## src/sv/i2ccsp_pkg.sv

```systemverilog
// ----------------------------------------------------------------------------
// i2ccsp_pkg
// shared types and constants of the i2c command stream packer
// ----------------------------------------------------------------------------
package i2ccsp_pkg;

  localparam int LenW = 12;   // msg_length field
  localparam int OffW = 12;   // byte_offset field
  localparam int PosW = 13;   // write position and total length

  localparam int unsigned ReadChunk = 32;

  localparam logic [7:0] CmdStream = 8'hAA;
  localparam logic [7:0] CmdEnd    = 8'h00;
  localparam logic [7:0] CmdStart  = 8'h74;
  localparam logic [7:0] CmdStop   = 8'h75;
  localparam logic [7:0] CmdOut    = 8'h80;
  localparam logic [7:0] CmdIn     = 8'hC0;

  localparam logic [1:0] StatOk         = 2'd0;
  localparam logic [1:0] StatOverflow   = 2'd1;
  localparam logic [1:0] StatTooLong    = 2'd2;
  localparam logic [1:0] StatUnexpected = 2'd3;

  typedef enum logic [1:0] {
    OP_WR_HDR  = 2'd0,
    OP_WR_DATA = 2'd1,
    OP_READ    = 2'd2,
    OP_FINISH  = 2'd3
  } op_e;

  // which command byte the datapath places in the result
  typedef enum logic [3:0] {
    SEL_STREAM,
    SEL_END,
    SEL_START,
    SEL_STOP,
    SEL_OUT_FIRST,
    SEL_OUT_NEXT,
    SEL_OUT_ONE,
    SEL_ADDR_WR,
    SEL_ADDR_RD,
    SEL_DATA,
    SEL_IN_FULL,
    SEL_IN_PART,
    SEL_IN_BARE
  } byte_sel_e;

  // controller to datapath
  typedef struct packed {
    logic       capture;
    logic       emit;
    logic       has;
    byte_sel_e  sel;
    logic [1:0] stat;
    logic       last;
    logic       fin_total;
    logic       close_seg;
    logic       msg_clear;
    logic       hdr_load;
    logic       chunk_load;
    logic       dat_dec;
    logic       rd_next;
    logic       set_started;
    logic       set_ovf;
    logic       clear_all;
  } ctl_cmd_t;

  // datapath to controller
  typedef struct packed {
    op_e  op;
    logic ovf;
    logic len_zero;
    logic len_too_long;
    logic msg_zero;
    logic chunk_zero;
    logic pos_zero;
    logic pos_late;
    logic pos_final;
    logic close_ovf;
    logic rem_gt_chunk;
    logic rem_gt1;
    logic started;
    logic out_ready;
  } dp_sts_t;

endpackage

```

## src/sv/i2c_command_stream_packer_unit.sv

```systemverilog
// ----------------------------------------------------------------------------
// i2c_command_stream_packer_unit
// packs i2c write/read messages into segmented adapter command bytes
// ----------------------------------------------------------------------------
// Takes one item at a time (write header, write data byte, read message or
// finish) and turns it into command bytes, each returned with its buffer
// offset, for a command buffer cut into SEGMENT_BYTES-byte segments that
// open with STREAM and close with END. An item is taken in, goes through
// dispatch and then through the sequencer, which gives out its result
// bytes; a read passes through a top state again for each 32-byte IN
// chunk. The pace is set by the sequencer issuing one result per cycle
// into a single output register; a stalled output holds the sequencer.
// Items that give no result (a zero-length header or read, anything after
// an overflow but finish) go back to idle straight from dispatch. A
// finish item's closing END carries the total buffer length.
module i2c_command_stream_packer_unit #(
  parameter int SEGMENT_BYTES  = 32,
  parameter int SEGMENT_LIMIT  = 128,
  parameter int READ_LEN_LIMIT = 512
) (
  input  logic                        clk_i,
  input  logic                        rst_ni,
  // item input
  input  logic                        in_valid_i,
  output logic                        in_stall_o,
  input  logic [1:0]                  op_i,
  input  logic [6:0]                  dev_addr_i,
  input  logic [i2ccsp_pkg::LenW-1:0] msg_length_i,
  input  logic [7:0]                  data_byte_i,
  // result output
  output logic                        out_valid_o,
  input  logic                        out_stall_i,
  output logic                        has_byte_o,
  output logic [7:0]                  cmd_byte_o,
  output logic [i2ccsp_pkg::OffW-1:0] byte_offset_o,
  output logic [i2ccsp_pkg::PosW-1:0] total_length_o,
  output logic [1:0]                  status_o,
  output logic                        last_o
);
  import i2ccsp_pkg::*;

  ctl_cmd_t cmd;
  dp_sts_t  sts;

  // sequencer: decides which byte goes out next and which state updates
  i2ccsp_ctrl u_ctrl (
    .clk_i      (clk_i),
    .rst_ni     (rst_ni),
    .in_valid_i (in_valid_i),
    .in_stall_o (in_stall_o),
    .sts_i      (sts),
    .cmd_o      (cmd)
  );

  // datapath: position, segment and message counters plus output register
  i2ccsp_datapath #(
    .SEGMENT_BYTES  (SEGMENT_BYTES),
    .SEGMENT_LIMIT  (SEGMENT_LIMIT),
    .READ_LEN_LIMIT (READ_LEN_LIMIT)
  ) u_datapath (
    .clk_i          (clk_i),
    .rst_ni         (rst_ni),
    .op_i           (op_i),
    .dev_addr_i     (dev_addr_i),
    .msg_length_i   (msg_length_i),
    .data_byte_i    (data_byte_i),
    .cmd_i          (cmd),
    .sts_o          (sts),
    .out_stall_i    (out_stall_i),
    .out_valid_o    (out_valid_o),
    .has_byte_o     (has_byte_o),
    .cmd_byte_o     (cmd_byte_o),
    .byte_offset_o  (byte_offset_o),
    .total_length_o (total_length_o),
    .status_o       (status_o),
    .last_o         (last_o)
  );

endmodule

```

## src/sv/i2ccsp_ctrl.sv

```systemverilog
// ----------------------------------------------------------------------------
// i2ccsp_ctrl
// sequencer that walks each item through its command bytes, one per cycle unless the output stalls
// ----------------------------------------------------------------------------
module i2ccsp_ctrl (
  input  logic                 clk_i,
  input  logic                 rst_ni,
  input  logic                 in_valid_i,
  output logic                 in_stall_o,
  input  i2ccsp_pkg::dp_sts_t  sts_i,
  output i2ccsp_pkg::ctl_cmd_t cmd_o
);
  import i2ccsp_pkg::*;

  typedef enum logic [4:0] {
    ST_IDLE,
    ST_DISPATCH,
    ST_CLOSE,
    ST_STREAM,
    ST_HDR_START,
    ST_HDR_OUT,
    ST_HDR_ADDR,
    ST_DAT_OUT,
    ST_DAT_BYTE,
    ST_RD_TOP,
    ST_RD_START,
    ST_RD_OUT,
    ST_RD_ADDR,
    ST_RD_IN,
    ST_RD_LAST,
    ST_FIN_STOP,
    ST_FIN_END,
    ST_OVF,
    ST_TOO_LONG,
    ST_UNEXP
  } state_e;

  state_e state_q, state_d;

  assign in_stall_o = (state_q != ST_IDLE);

  always_comb begin
    state_d = state_q;
    cmd_o   = '0;
    cmd_o.sel  = SEL_END;
    cmd_o.stat = StatOk;
    case (state_q)
      ST_IDLE: begin
        if (in_valid_i) begin
          cmd_o.capture = 1'b1;
          state_d = ST_DISPATCH;
        end
      end
      ST_DISPATCH: begin
        if (sts_i.op == OP_FINISH) begin
          if (sts_i.ovf) state_d = ST_OVF;
          else if (sts_i.pos_final) state_d = ST_CLOSE;
          else state_d = ST_FIN_STOP;
        end else if (sts_i.ovf) begin
          state_d = ST_IDLE;
        end else if (sts_i.op == OP_WR_HDR) begin
          cmd_o.msg_clear = 1'b1;
          if (sts_i.len_zero) state_d = ST_IDLE;
          else if (sts_i.pos_zero) state_d = ST_STREAM;
          else state_d = ST_CLOSE;
        end else if (sts_i.op == OP_WR_DATA) begin
          if (sts_i.msg_zero) state_d = ST_UNEXP;
          else if (!sts_i.chunk_zero) state_d = ST_DAT_BYTE;
          else if (sts_i.pos_zero) state_d = ST_STREAM;
          else state_d = ST_CLOSE;
        end else begin
          if (sts_i.len_too_long) begin
            state_d = ST_TOO_LONG;
          end else begin
            cmd_o.msg_clear = 1'b1;
            state_d = sts_i.len_zero ? ST_IDLE : ST_RD_TOP;
          end
        end
      end
      ST_CLOSE: begin
        if (sts_i.out_ready) begin
          cmd_o.emit = 1'b1;
          cmd_o.has = 1'b1;
          cmd_o.sel = SEL_END;
          cmd_o.close_seg = 1'b1;
          state_d = sts_i.close_ovf ? ST_OVF : ST_STREAM;
        end
      end
      ST_STREAM: begin
        if (sts_i.out_ready) begin
          cmd_o.emit = 1'b1;
          cmd_o.has = 1'b1;
          cmd_o.sel = SEL_STREAM;
          case (sts_i.op)
            OP_WR_HDR:  state_d = ST_HDR_START;
            OP_WR_DATA: state_d = ST_DAT_OUT;
            OP_READ:    state_d = sts_i.started ? ST_RD_IN : ST_RD_START;
            default:    state_d = ST_FIN_STOP;
          endcase
        end
      end
      ST_HDR_START: begin
        if (sts_i.out_ready) begin
          cmd_o.emit = 1'b1;
          cmd_o.has = 1'b1;
          cmd_o.sel = SEL_START;
          state_d = ST_HDR_OUT;
        end
      end
      ST_HDR_OUT: begin
        if (sts_i.out_ready) begin
          cmd_o.emit = 1'b1;
          cmd_o.has = 1'b1;
          cmd_o.sel = SEL_OUT_FIRST;
          state_d = ST_HDR_ADDR;
        end
      end
      ST_HDR_ADDR: begin
        if (sts_i.out_ready) begin
          cmd_o.emit = 1'b1;
          cmd_o.has = 1'b1;
          cmd_o.sel = SEL_ADDR_WR;
          cmd_o.last = 1'b1;
          cmd_o.hdr_load = 1'b1;
          state_d = ST_IDLE;
        end
      end
      ST_DAT_OUT: begin
        if (sts_i.out_ready) begin
          cmd_o.emit = 1'b1;
          cmd_o.has = 1'b1;
          cmd_o.sel = SEL_OUT_NEXT;
          cmd_o.chunk_load = 1'b1;
          state_d = ST_DAT_BYTE;
        end
      end
      ST_DAT_BYTE: begin
        if (sts_i.out_ready) begin
          cmd_o.emit = 1'b1;
          cmd_o.has = 1'b1;
          cmd_o.sel = SEL_DATA;
          cmd_o.last = 1'b1;
          cmd_o.dat_dec = 1'b1;
          state_d = ST_IDLE;
        end
      end
      ST_RD_TOP: begin
        if (sts_i.pos_zero) state_d = ST_STREAM;
        else if (sts_i.started || sts_i.pos_late) state_d = ST_CLOSE;
        else state_d = ST_RD_START;
      end
      ST_RD_START: begin
        if (sts_i.out_ready) begin
          cmd_o.emit = 1'b1;
          cmd_o.has = 1'b1;
          cmd_o.sel = SEL_START;
          state_d = ST_RD_OUT;
        end
      end
      ST_RD_OUT: begin
        if (sts_i.out_ready) begin
          cmd_o.emit = 1'b1;
          cmd_o.has = 1'b1;
          cmd_o.sel = SEL_OUT_ONE;
          state_d = ST_RD_ADDR;
        end
      end
      ST_RD_ADDR: begin
        if (sts_i.out_ready) begin
          cmd_o.emit = 1'b1;
          cmd_o.has = 1'b1;
          cmd_o.sel = SEL_ADDR_RD;
          cmd_o.set_started = 1'b1;
          state_d = ST_RD_IN;
        end
      end
      ST_RD_IN: begin
        if (sts_i.out_ready) begin
          cmd_o.emit = 1'b1;
          cmd_o.has = 1'b1;
          if (sts_i.rem_gt_chunk) begin
            cmd_o.sel = SEL_IN_FULL;
            cmd_o.rd_next = 1'b1;
            state_d = ST_RD_TOP;
          end else if (sts_i.rem_gt1) begin
            cmd_o.sel = SEL_IN_PART;
            state_d = ST_RD_LAST;
          end else begin
            cmd_o.sel = SEL_IN_BARE;
            cmd_o.last = 1'b1;
            state_d = ST_IDLE;
          end
        end
      end
      ST_RD_LAST: begin
        if (sts_i.out_ready) begin
          cmd_o.emit = 1'b1;
          cmd_o.has = 1'b1;
          cmd_o.sel = SEL_IN_BARE;
          cmd_o.last = 1'b1;
          state_d = ST_IDLE;
        end
      end
      ST_FIN_STOP: begin
        if (sts_i.out_ready) begin
          cmd_o.emit = 1'b1;
          cmd_o.has = 1'b1;
          cmd_o.sel = SEL_STOP;
          state_d = ST_FIN_END;
        end
      end
      ST_FIN_END: begin
        if (sts_i.out_ready) begin
          cmd_o.emit = 1'b1;
          cmd_o.has = 1'b1;
          cmd_o.sel = SEL_END;
          cmd_o.last = 1'b1;
          cmd_o.fin_total = 1'b1;
          cmd_o.clear_all = 1'b1;
          state_d = ST_IDLE;
        end
      end
      ST_OVF: begin
        if (sts_i.out_ready) begin
          cmd_o.emit = 1'b1;
          cmd_o.stat = StatOverflow;
          cmd_o.last = 1'b1;
          // finish drops the whole transaction, other items latch the error
          if (sts_i.op == OP_FINISH) cmd_o.clear_all = 1'b1;
          else cmd_o.set_ovf = 1'b1;
          state_d = ST_IDLE;
        end
      end
      ST_TOO_LONG: begin
        if (sts_i.out_ready) begin
          cmd_o.emit = 1'b1;
          cmd_o.stat = StatTooLong;
          cmd_o.last = 1'b1;
          state_d = ST_IDLE;
        end
      end
      ST_UNEXP: begin
        if (sts_i.out_ready) begin
          cmd_o.emit = 1'b1;
          cmd_o.stat = StatUnexpected;
          cmd_o.last = 1'b1;
          state_d = ST_IDLE;
        end
      end
      default: begin
        state_d = ST_IDLE;
      end
    endcase
  end

  always_ff @(posedge clk_i or negedge rst_ni) begin
    if (!rst_ni) begin
      state_q <= ST_IDLE;
    end else begin
      state_q <= state_d;
    end
  end

endmodule

```

## src/sv/i2ccsp_datapath.sv

```systemverilog
// ----------------------------------------------------------------------------
// i2ccsp_datapath
// item registers, buffer position tracking and the output register
// ----------------------------------------------------------------------------
module i2ccsp_datapath #(
  parameter int SEGMENT_BYTES  = 32,
  parameter int SEGMENT_LIMIT  = 128,
  parameter int READ_LEN_LIMIT = 512
) (
  input  logic                               clk_i,
  input  logic                               rst_ni,
  input  logic [1:0]                         op_i,
  input  logic [6:0]                         dev_addr_i,
  input  logic [i2ccsp_pkg::LenW-1:0]        msg_length_i,
  input  logic [7:0]                         data_byte_i,
  input  i2ccsp_pkg::ctl_cmd_t               cmd_i,
  output i2ccsp_pkg::dp_sts_t                sts_o,
  input  logic                               out_stall_i,
  output logic                               out_valid_o,
  output logic                               has_byte_o,
  output logic [7:0]                         cmd_byte_o,
  output logic [i2ccsp_pkg::OffW-1:0]        byte_offset_o,
  output logic [i2ccsp_pkg::PosW-1:0]        total_length_o,
  output logic [1:0]                         status_o,
  output logic                               last_o
);
  import i2ccsp_pkg::*;

  localparam int SegPosW = $clog2(SEGMENT_BYTES + 1);
  localparam int SegIdxW = $clog2(SEGMENT_LIMIT + 1);
  localparam int ChunkW  = $clog2(SEGMENT_BYTES - 2);

  // captured item
  op_e             op_q;
  logic [6:0]      addr_q;
  logic [LenW-1:0] len_q, len_d;   // read length doubles as bytes still to request
  logic [7:0]      data_q;

  // packing state
  logic [PosW-1:0]    wp_q, wp_d;
  logic [PosW-1:0]    base_q, base_d;
  logic [SegPosW-1:0] pos_q, pos_d;
  logic [SegIdxW-1:0] idx_q, idx_d, idx_nxt;
  logic [LenW-1:0]    msg_q, msg_d;
  logic [ChunkW-1:0]  chunk_q, chunk_d;
  logic               ovf_q, ovf_d;
  logic               started_q, started_d;

  // output register
  logic            out_valid_q, out_valid_d;
  logic            has_q;
  logic [7:0]      byte_q;
  logic [OffW-1:0] off_q;
  logic [PosW-1:0] total_q;
  logic [1:0]      stat_q;
  logic            last_q;

  logic              out_ready;
  logic              close_ovf;
  logic [ChunkW-1:0] tw_first, tw_next;
  logic [7:0]        sel_byte;

  assign idx_nxt   = idx_q + SegIdxW'(1);
  assign close_ovf = (idx_nxt >= SegIdxW'(SEGMENT_LIMIT));
  assign out_ready = !out_valid_q || !out_stall_i;

  assign tw_first = (len_q < LenW'(SEGMENT_BYTES - 5)) ? ChunkW'(len_q)
                                                       : ChunkW'(SEGMENT_BYTES - 5);
  assign tw_next  = (msg_q < LenW'(SEGMENT_BYTES - 3)) ? ChunkW'(msg_q)
                                                       : ChunkW'(SEGMENT_BYTES - 3);

  always_comb begin
    case (cmd_i.sel)
      SEL_STREAM:    sel_byte = CmdStream;
      SEL_END:       sel_byte = CmdEnd;
      SEL_START:     sel_byte = CmdStart;
      SEL_STOP:      sel_byte = CmdStop;
      SEL_OUT_FIRST: sel_byte = CmdOut | (8'(tw_first) + 8'd1);
      SEL_OUT_NEXT:  sel_byte = CmdOut | 8'(tw_next);
      SEL_OUT_ONE:   sel_byte = CmdOut | 8'd1;
      SEL_ADDR_WR:   sel_byte = {addr_q, 1'b0};
      SEL_ADDR_RD:   sel_byte = {addr_q, 1'b1};
      SEL_DATA:      sel_byte = data_q;
      SEL_IN_FULL:   sel_byte = CmdIn | 8'(ReadChunk);
      SEL_IN_PART:   sel_byte = CmdIn | 8'(len_q - LenW'(1));
      SEL_IN_BARE:   sel_byte = CmdIn;
      default:       sel_byte = CmdEnd;
    endcase
  end

  always_comb begin
    sts_o.op           = op_q;
    sts_o.ovf          = ovf_q;
    sts_o.len_zero     = (len_q == '0);
    sts_o.len_too_long = (len_q > LenW'(READ_LEN_LIMIT));
    sts_o.msg_zero     = (msg_q == '0);
    sts_o.chunk_zero   = (chunk_q == '0);
    sts_o.pos_zero     = (pos_q == '0);
    sts_o.pos_late     = (pos_q >= SegPosW'(SEGMENT_BYTES - 7));
    sts_o.pos_final    = (pos_q == SegPosW'(SEGMENT_BYTES - 1));
    sts_o.close_ovf    = close_ovf;
    sts_o.rem_gt_chunk = (len_q > LenW'(ReadChunk));
    sts_o.rem_gt1      = (len_q > LenW'(1));
    sts_o.started      = started_q;
    sts_o.out_ready    = out_ready;
  end

  always_comb begin
    wp_d      = wp_q;
    base_d    = base_q;
    pos_d     = pos_q;
    idx_d     = idx_q;
    msg_d     = msg_q;
    chunk_d   = chunk_q;
    ovf_d     = ovf_q;
    started_d = started_q;
    len_d     = len_q;
    if (cmd_i.capture) begin
      started_d = 1'b0;
      len_d     = msg_length_i;
    end
    if (cmd_i.rd_next) len_d = len_q - LenW'(ReadChunk);
    if (cmd_i.emit && cmd_i.has) begin
      wp_d  = wp_q + PosW'(1);
      pos_d = pos_q + SegPosW'(1);
    end
    if (cmd_i.close_seg) begin
      idx_d = idx_nxt;
      if (!close_ovf) begin
        base_d = base_q + PosW'(SEGMENT_BYTES);
        wp_d   = base_d;
        pos_d  = '0;
      end
    end
    if (cmd_i.msg_clear) begin
      msg_d   = '0;
      chunk_d = '0;
    end
    if (cmd_i.hdr_load) begin
      msg_d   = len_q;
      chunk_d = tw_first;
    end
    if (cmd_i.chunk_load) chunk_d = tw_next;
    if (cmd_i.dat_dec) begin
      msg_d   = msg_q - LenW'(1);
      chunk_d = chunk_q - ChunkW'(1);
    end
    if (cmd_i.set_started) started_d = 1'b1;
    if (cmd_i.set_ovf) ovf_d = 1'b1;
    if (cmd_i.clear_all) begin
      wp_d    = '0;
      base_d  = '0;
      pos_d   = '0;
      idx_d   = '0;
      msg_d   = '0;
      chunk_d = '0;
      ovf_d   = 1'b0;
    end
  end

  assign out_valid_d = cmd_i.emit ? 1'b1 : (out_valid_q && out_stall_i);

  always_ff @(posedge clk_i or negedge rst_ni) begin
    if (!rst_ni) begin
      wp_q        <= '0;
      base_q      <= '0;
      pos_q       <= '0;
      idx_q       <= '0;
      msg_q       <= '0;
      chunk_q     <= '0;
      ovf_q       <= 1'b0;
      started_q   <= 1'b0;
      out_valid_q <= 1'b0;
    end else begin
      wp_q        <= wp_d;
      base_q      <= base_d;
      pos_q       <= pos_d;
      idx_q       <= idx_d;
      msg_q       <= msg_d;
      chunk_q     <= chunk_d;
      ovf_q       <= ovf_d;
      started_q   <= started_d;
      out_valid_q <= out_valid_d;
    end
  end

  always_ff @(posedge clk_i) begin
    len_q <= len_d;
    if (cmd_i.capture) begin
      op_q   <= op_e'(op_i);
      addr_q <= dev_addr_i;
      data_q <= data_byte_i;
    end
    if (cmd_i.emit) begin
      has_q   <= cmd_i.has;
      byte_q  <= cmd_i.has ? sel_byte : 8'd0;
      off_q   <= cmd_i.has ? wp_q[OffW-1:0] : '0;
      total_q <= cmd_i.fin_total ? (wp_q + PosW'(1)) : '0;
      stat_q  <= cmd_i.stat;
      last_q  <= cmd_i.last;
    end
  end

  assign out_valid_o    = out_valid_q;
  assign has_byte_o     = has_q;
  assign cmd_byte_o     = byte_q;
  assign byte_offset_o  = off_q;
  assign total_length_o = total_q;
  assign status_o       = stat_q;
  assign last_o         = last_q;

endmodule

```

## config.mk

```make
export PLATFORM = sky130hd
export DESIGN_NAME = i2c_command_stream_packer_unit
export DESIGN_NICKNAME = d
export VERILOG_FILES = /design/src/sv/i2ccsp_pkg.sv /design/src/sv/i2c_command_stream_packer_unit.sv /design/src/sv/i2ccsp_ctrl.sv /design/src/sv/i2ccsp_datapath.sv
export SDC_FILE = /design/constraint.sdc
export NUM_CORES = 1
export LEC_CHECK = 0
export BUFFER_PORTS_ARGS = -buffer_cell sky130_fd_sc_hd__buf_2
export CAP_MARGIN = 10
export CORE_ASPECT_RATIO = 1.25
export CORE_UTILIZATION = 40
export CTS_CLUSTER_DIAMETER = 40
export DETAILED_ROUTE_END_ITERATION = 8
export PLACE_DENSITY = 0.62
export SYNTH_ARGS = -nofsm -noshare
export SYNTH_HDL_FRONTEND = slang
export SYNTH_SLANG_ARGS = --single-unit
```

## constraint.sdc

```tcl
create_clock -name clk_i -period 4.7 [get_ports clk_i]
set_input_delay 0.235 -clock clk_i [delete_from_list [all_inputs] [get_ports clk_i]]
set_output_delay 0.235 -clock clk_i [all_outputs]
set_load 0.03 [all_outputs]
```

==> out/metrics.yaml, run 1 <==
numCtsBuffers: 17
cts_tree: "done"
synthArstFlopShare_pct: 47.6
synth_edf_count: 66
avgSynthCellArea_um2: 9.73
synth_top_cell_by_area: "edfxtp_1"
placed_cell_area_um2: 7490
min_from: "msg_length_i[5]"
relSlewSlack_pct: 29.0
io_buffers: 71
h-tree-depth: 4
global_route.overflow_total: 0
power.leakage_nw: 3.28
ys_types: 78
yosysMostFrequentCell: "nor2_1"
nets: 843
diodes: 0
drc: 0
postLayoutCoreUtil_pct: 48.2
reg2reg_depth: 5
endpoint_kind: "flop"
status: "complete, no violations"
power_density_nw_per_um2: 605
clock_path_buffers: 2
die_x_um: 120
p_total_mw: 4.96
criticalPathCategory: "flop to flop"
rsz0062_at_grt: "false"
ios: 72
syn_inst: 718
skew_ns: 0.0162
grt_use_total_pct: 20.6
drv_slew: 0
die_y_um: 150
drt_iter0_markers: 564
dpl.hpwl_um: 12400
wl_um: 17600
synth.yosys.seq_area_share_pct: 49.9
hold_end: "u_datapath.len_q[5]"
period_share_pct: 68.9
grt_pass1_wl_um: 28700
vias_per_cell: 5.56
grt_max_degree: 61
synthTopCellsByArea: "edfxtp_1 28%, dfrtp_1 22%, nor2_1 4.5%"
finalInstanceArea_um2: 8190
yosys_warnings: 0
synth_seq_cells: 126
crit_path_start_kind: "flop"
clk_pin_slew_ns: 0.06
root_buffer: "clkbuf_16"
syn_nets: 765
antenna_found_initial: 0
drv_cap: 0
wire_per_inst_um: 17.1
drive_gt1_share_pct: 14.7
die-area_um2: 18000
min_period_ns: 3.24
power_frac_seq_pct: 39.3
clkLatencyLatePin_ns: 0.43
ctsResizeCount: 0
area_growth_pct: 17.3
start_util_pct: 41.1
setup_tns_ns: 0
hold_class: "primary input to flop"
path_max_fanout: 29
grt_pass1_vias: 5622
regToRegSetupSlack_ns: 1.46
power_switching_mw: 2.09
combPwrFrac_pct: 37.1
r2r_end: "u_datapath.wp_q[8]"
ir_drop_v: 0.000299
arrival_ns: 3.50
numClockSinks: 126
core_area_um2: 17000
reg2reg_from: "u_ctrl.state_q[2]"
hold_violations: 0
netlist_area_um2: 6980
gp_congestion: 0.936
p_int_mw: 2.87
worstPathRequired_ns: 4.96
setup_viol: 0
switching_share_pct: 42.1
row_count: 53
p_clk_share_pct: 23.6
antenna_left: 0
via_count: 5717
synth.top_cells.by_count: "83 x nor2_1, 73 x nand2_1, 66 x edfxtp_1, 60 x dfrtp_1, 45 x o21ai_0"
worst_slew_pin_slew_ns: 1.06
worstHoldPathCells: 3
yosysTopAreaCellShare_pct: 28.4
dr.pass1.iters: 5
ys.flop_type: "edfxtp_1"
fmax_mhz: 309
## routing by layer
metal  part of all wire [%]  global-route usage, %  vias up
li1                       -                      -     2761
met2                     51                   35.4      210
met3                    4.4                   3.39       46
met5                      0                      0        -
met4                    3.8                   11.6        0
met1                     41                   24.5     2700
## cells by family after synthesis
family / share of synthesized area (%)
DFF: 49.9
AOI/OAI and AO/OA: 15.6
xor gates and xnor gates: 6.77
buffers and inverters: 3.73
and+or+nand+nor: 21.5
adders and majority gates: 2.51
## state kept, by name, summed over array words and instances, names as in the netlist, 2 cells and up
signal	cells
u_ctrl.state_q	5
u_datapath.addr_q	7
u_datapath.base_q	8
u_datapath.byte_offset_o	12
u_datapath.chunk_q	5
u_datapath.cmd_byte_o	8
u_datapath.data_q	8
u_datapath.idx_q	8
u_datapath.len_q	12
u_datapath.msg_q	12
u_datapath.op_q	2
u_datapath.pos_q	6
u_datapath.status_o	2
u_datapath.total_length_o	13
u_datapath.wp_q	13
## worst max path at each step
stage	from	to	depth (start not counted)
6_report	u_ctrl.state_q[2]	u_datapath.wp_q[8]	5
5_1_grt	u_ctrl.state_q[2]	u_datapath.wp_q[8]	5
4_1_cts	u_ctrl.state_q[2]	u_datapath.wp_q[8]	5
3_5_place_dp	u_ctrl.state_q[2]	u_datapath.wp_q[8]	5
3_3_place_gp	u_ctrl.state_q[0]	u_datapath.pos_q[4]	7
2_1_floorplan	u_ctrl.state_q[1]	u_datapath.byte_offset_o[0]	5
## power groups by stage
stage | Clock [mW] | Sequential (mW) | Combinational (mW)
global route | 1.23 | 2.00 | 2.02
finish | 1.17 | 1.95 | 1.84
global placement | 0 | 1.94 | 1.81
CTS | 1.19 | 1.94 | 1.85
detailed placement | 0 | 1.96 | 1.83
floorplan | 0 | 2.10 | 1.16
## critical path, cell delays in order (launching register included)
cell     delay [ns]
dfrtp_1        0.70
nor3_1         0.62
and3_1         0.42
nand3_1        0.60
nand2_2        0.57
o22ai_1        0.15
## placed cells by master (no fill, tap or decap), drive strengths merged, types with 24 or more instances in the layout
cell type / netlist / routed
a21oi: 26 / 26
and2: 24 / 24
buf: 17 / 75
dfrtp: 60 / 60
edfxtp: 66 / 66
inv: 25 / 26
nand2: 74 / 74
nand3: 30 / 30
nor2: 83 / 83
o21ai: 49 / 49
xnor2: 31 / 31
## repair_timing
| item | 4_1_cts | 5_1_grt |
|---|---|---|
| setup buffers | 0 | 0 |
| hold buffers | 18 | 0 |
| endpoints found under the hold margin | 19 | 0 |
## final cells by class
cell class / instances / area (µm²)
fill: 1574 / 8790
sequential: 126 / 3480
multi-input combinational: 532 / 3250
timing repair buffer: 93 / 566
clock buffer: 21 / 450
tap: 220 / 275
inverter: 26 / 97.6
clock inverter: 11 / 68.8
## stage by stage
| stage | setup WS [ns] | hold slack [ns] | instances |
|---|---|---|---|
| 5_1_grt | 1.06 | 0.0825 | 1029 |
| 3_5_place_dp | 1.50 | 0.413 | 979 |
| 2_1_floorplan | 1.71 | -0.0606 | 718 |
| 6_report | 1.46 | 0.0844 | 1029 |
| 3_3_place_gp | 1.64 | 0.412 | 979 |
| 4_1_cts | 1.48 | 0.0697 | 1029 |
No activity file was read; power rests on OpenSTA's default activity.
==> inputs of run 2 (changes only) <==
clock period = 3.1 ns   (was 4.7 ns; I/O delays follow)
==> run 2 against run 1 <==
  * Combinational power rose by 63%
  * Highest routed layer unchanged
  * Final area grew 4.2%
  * Sequential power grew 50%
  * Utilization grew 2.0 points
  * Global-route usage increased by 0.20 points
  * First-iteration DRC count down 11%
  * Routed wire length decreased by 0.46%
  * Non-clock buffer count increased by 26
  * Largest cell class unchanged
  * Critical path depth up 3
  * Largest power group is now combinational logic
  * Power increased by 63%
==> out/metrics.yaml, run 2 (synthesized netlist as in run 1, its figures left out) <==
path_depth: 8  # +3
clkLatencyLatePin_ns: 0.42  # about the same
worst_slew_pin_slew_ns: 0.817  # -0.246 ns
final_common_cell: "nor2_1"
criticalPathCategory: "flop to flop"
gp_congestion: 0.926  # -1.1%
wl_um: 17500  # -0.46%
die_y_um: 150  # unchanged
placedCellCount: 1001  # +2.2%
diodes: 0  # unchanged
crit_buf_inv: 1  # +1
global_route.overflow_total: 0  # unchanged
clock_path_buffers: 2  # unchanged
drive_gt1_share_pct: 17.1  # +2.4 points
relSlewSlack_pct: 45.4  # +16 points
root_buffer: "clkbuf_16"
cpLargestDelayFamily: "compound AO/OA/AOI/OAI gates"
via_count: 5887  # +3.0%
endpoint_kind: "flop"
grt_use_total_pct: 20.8  # +0.20 points
setup_viol: 0  # unchanged
dr.pass1.iters: 5  # unchanged
layoutNonFillerInstCount: 1055  # +2.5%
core_area_um2: 17000  # unchanged
setup_tns_ns: 0  # unchanged
grt_pass1_wl_um: 29100  # +1.3%
post_cts_buffers: 0  # unchanged
crit_slowest_cell: "edfxtp_1"
p_total_mw: 8.10  # +63%
clk_pin_slew_ns: 0.06  # about the same
fmax_mhz: 376  # +22%
io_buffers: 71  # unchanged
row_count: 53  # unchanged
wire_per_inst_um: 16.6  # -2.9%
drv_cap: 0  # unchanged
crit_chain: "inv_1 -> ha_1 -> or4b_4 -> o21ai_4 -> a211oi_1 -> a311o_1 -> a311oi_1 -> a21oi_1"
startpoint: "u_datapath.len_q[0]"
dpl.hpwl_um: 12300  # -0.14%
cpPeakStageDelay_ns: 0.54  # -0.16 ns
period_share_pct: 85.9  # +17 points
mostFrequentLayoutCells: "82 x nor2_1, 73 x nand2_1, 71 x buf_2, 66 x edfxtp_1, 60 x dfrtp_1"
reg2reg_depth: 8  # +3
ir_drop_v: 0.000407  # +36%
grt_max_degree: 37  # -39%
r2r_end: "u_ctrl.state_q[4]"
area_growth_pct: 22.1
arrival_ns: 2.95  # -0.55 ns
die_x_um: 120  # unchanged
path_max_fanout: 9  # -69%
nets: 869  # +3.1%
regToRegSetupSlack_ns: 0.44  # -1.02 ns
drt_iter0_markers: 503  # -11%
grt_pass1_vias: 5893  # +4.8%
hold_violations: 0  # unchanged
h-tree-depth: 4  # unchanged
min_period_ns: 2.66  # -0.578 ns
rsz0062_at_grt: "false"
power.leakage_nw: 3.47  # +5.8%
numCtsBuffers: 17  # unchanged
numClockSinks: 126  # unchanged
skew_ns: 0.00759  # -0.00861 ns
finalInstanceArea_um2: 8530  # +4.2%
crit_path_start_kind: "flop"
hold_class: "primary input to flop"
start_util_pct: 41.1  # unchanged
antenna_left: 0  # unchanged
cp-endpoint: "u_ctrl.state_q[4]"
drv_slew: 0  # unchanged
postLayoutCoreUtil_pct: 50.2  # +2.0 points
reg2reg_from: "u_datapath.len_q[0]"
die-area_um2: 18000  # unchanged
antenna_found_initial: 0  # unchanged
worstPathRequired_ns: 3.39  # -1.57 ns
drc: 0  # unchanged
power_density_nw_per_um2: 949  # +57%
status: "complete, no violations"
ios: 72  # unchanged
cts_tree: "done"
placed_cell_area_um2: 7670  # +2.4%
vias_per_cell: 5.58  # +0.44%
[run 2: cell types whose count changed in the layout (fill, tap and decap cells not counted)]
| cell | change |
|---|---|
| clkinvlp_4 | -1 |
| bufinv_16 | +5 |
| dlygate4sd3_1 | +4 |
| clkinv_2 | -3 |
| clkbuf_8 | -1 |
| buf_12 | +1 |
| clkbuf_1 | -2 |
| inv_6 | +2 |
| buf_4 | +21 |
[run 2: worst min-delay path by stage]
stage / start / end / slack, ns / cells past startpoint
after floorplan: rst_ni / u_ctrl.state_q[0] / -0.14 / 0
after global placement: rst_ni / u_datapath.base_q[12] / 0.19 / 1
after detailed placement: rst_ni / u_datapath.base_q[12] / 0.19 / 1
after CTS: msg_length_i[3] / u_datapath.len_q[3] / 0.0007 / 2
after global routing: msg_length_i[3] / u_datapath.len_q[3] / 0.009 / 2
final: msg_length_i[3] / u_datapath.len_q[3] / 0.01 / 2
[run 2: worst reg2reg max path, delay by kind of cell (launching register included)]
| kind | cells | cell delay [ns] |
|---|---|---|
| adders and majority gates | 1 | 0.22 |
| and+or+nand+nor | 1 | 0.53 |
| AOI/OAI and AO/OA | 5 | 1.11 |
| buffers and inverters | 1 | 0.12 |
| DFF | 1 | 0.54 |
[run 2: report_power, final]
| group | switching (mW) | total [mW] | internal (mW) | leakage, nW |
|---|---|---|---|---|
| registers | 0.516 | 2.92 | 2.40 | 1.42 |
| logic | 1.95 | 2.99 | 1.04 | 1.73 |
| clock network | 0.766 | 2.19 | 1.43 | 0.309 |
[run 2: what timing repair did]
| action | in CTS | in global routing |
|---|---|---|
| resized for setup | 0 | 0 |
| endpoints found under the hold margin | 45 | 0 |
| hold buffers | 22 | 0 |
[run 2: stage by stage]
step	hold slack (ns)	setup slack [ns]
floorplan	-0.141	0.110
global placement	0.194	0.473
detailed placement	0.190	0.471
CTS	0.000662	0.440
global route	0.00877	0.240
finish	0.0101	0.438
[run 2: layout make-up]
class,count,area [µm²]
fill,1562,8450
sequential,126,3480
multi-input combinational,532,3250
timing repair buffer,119,783
clock buffer,18,429
tap,220,275
clock inverter,14,214
inverter,26,97.6
[run 2: metal layers]
layer	global-route usage (%)	routed length [µm]	vias to the layer above
met4	10.5	680	0
met2	36.5	8810	241
met3	4.50	909	54
met5	0	0	-
li1	-	-	2800
met1	23.9	7090	2792
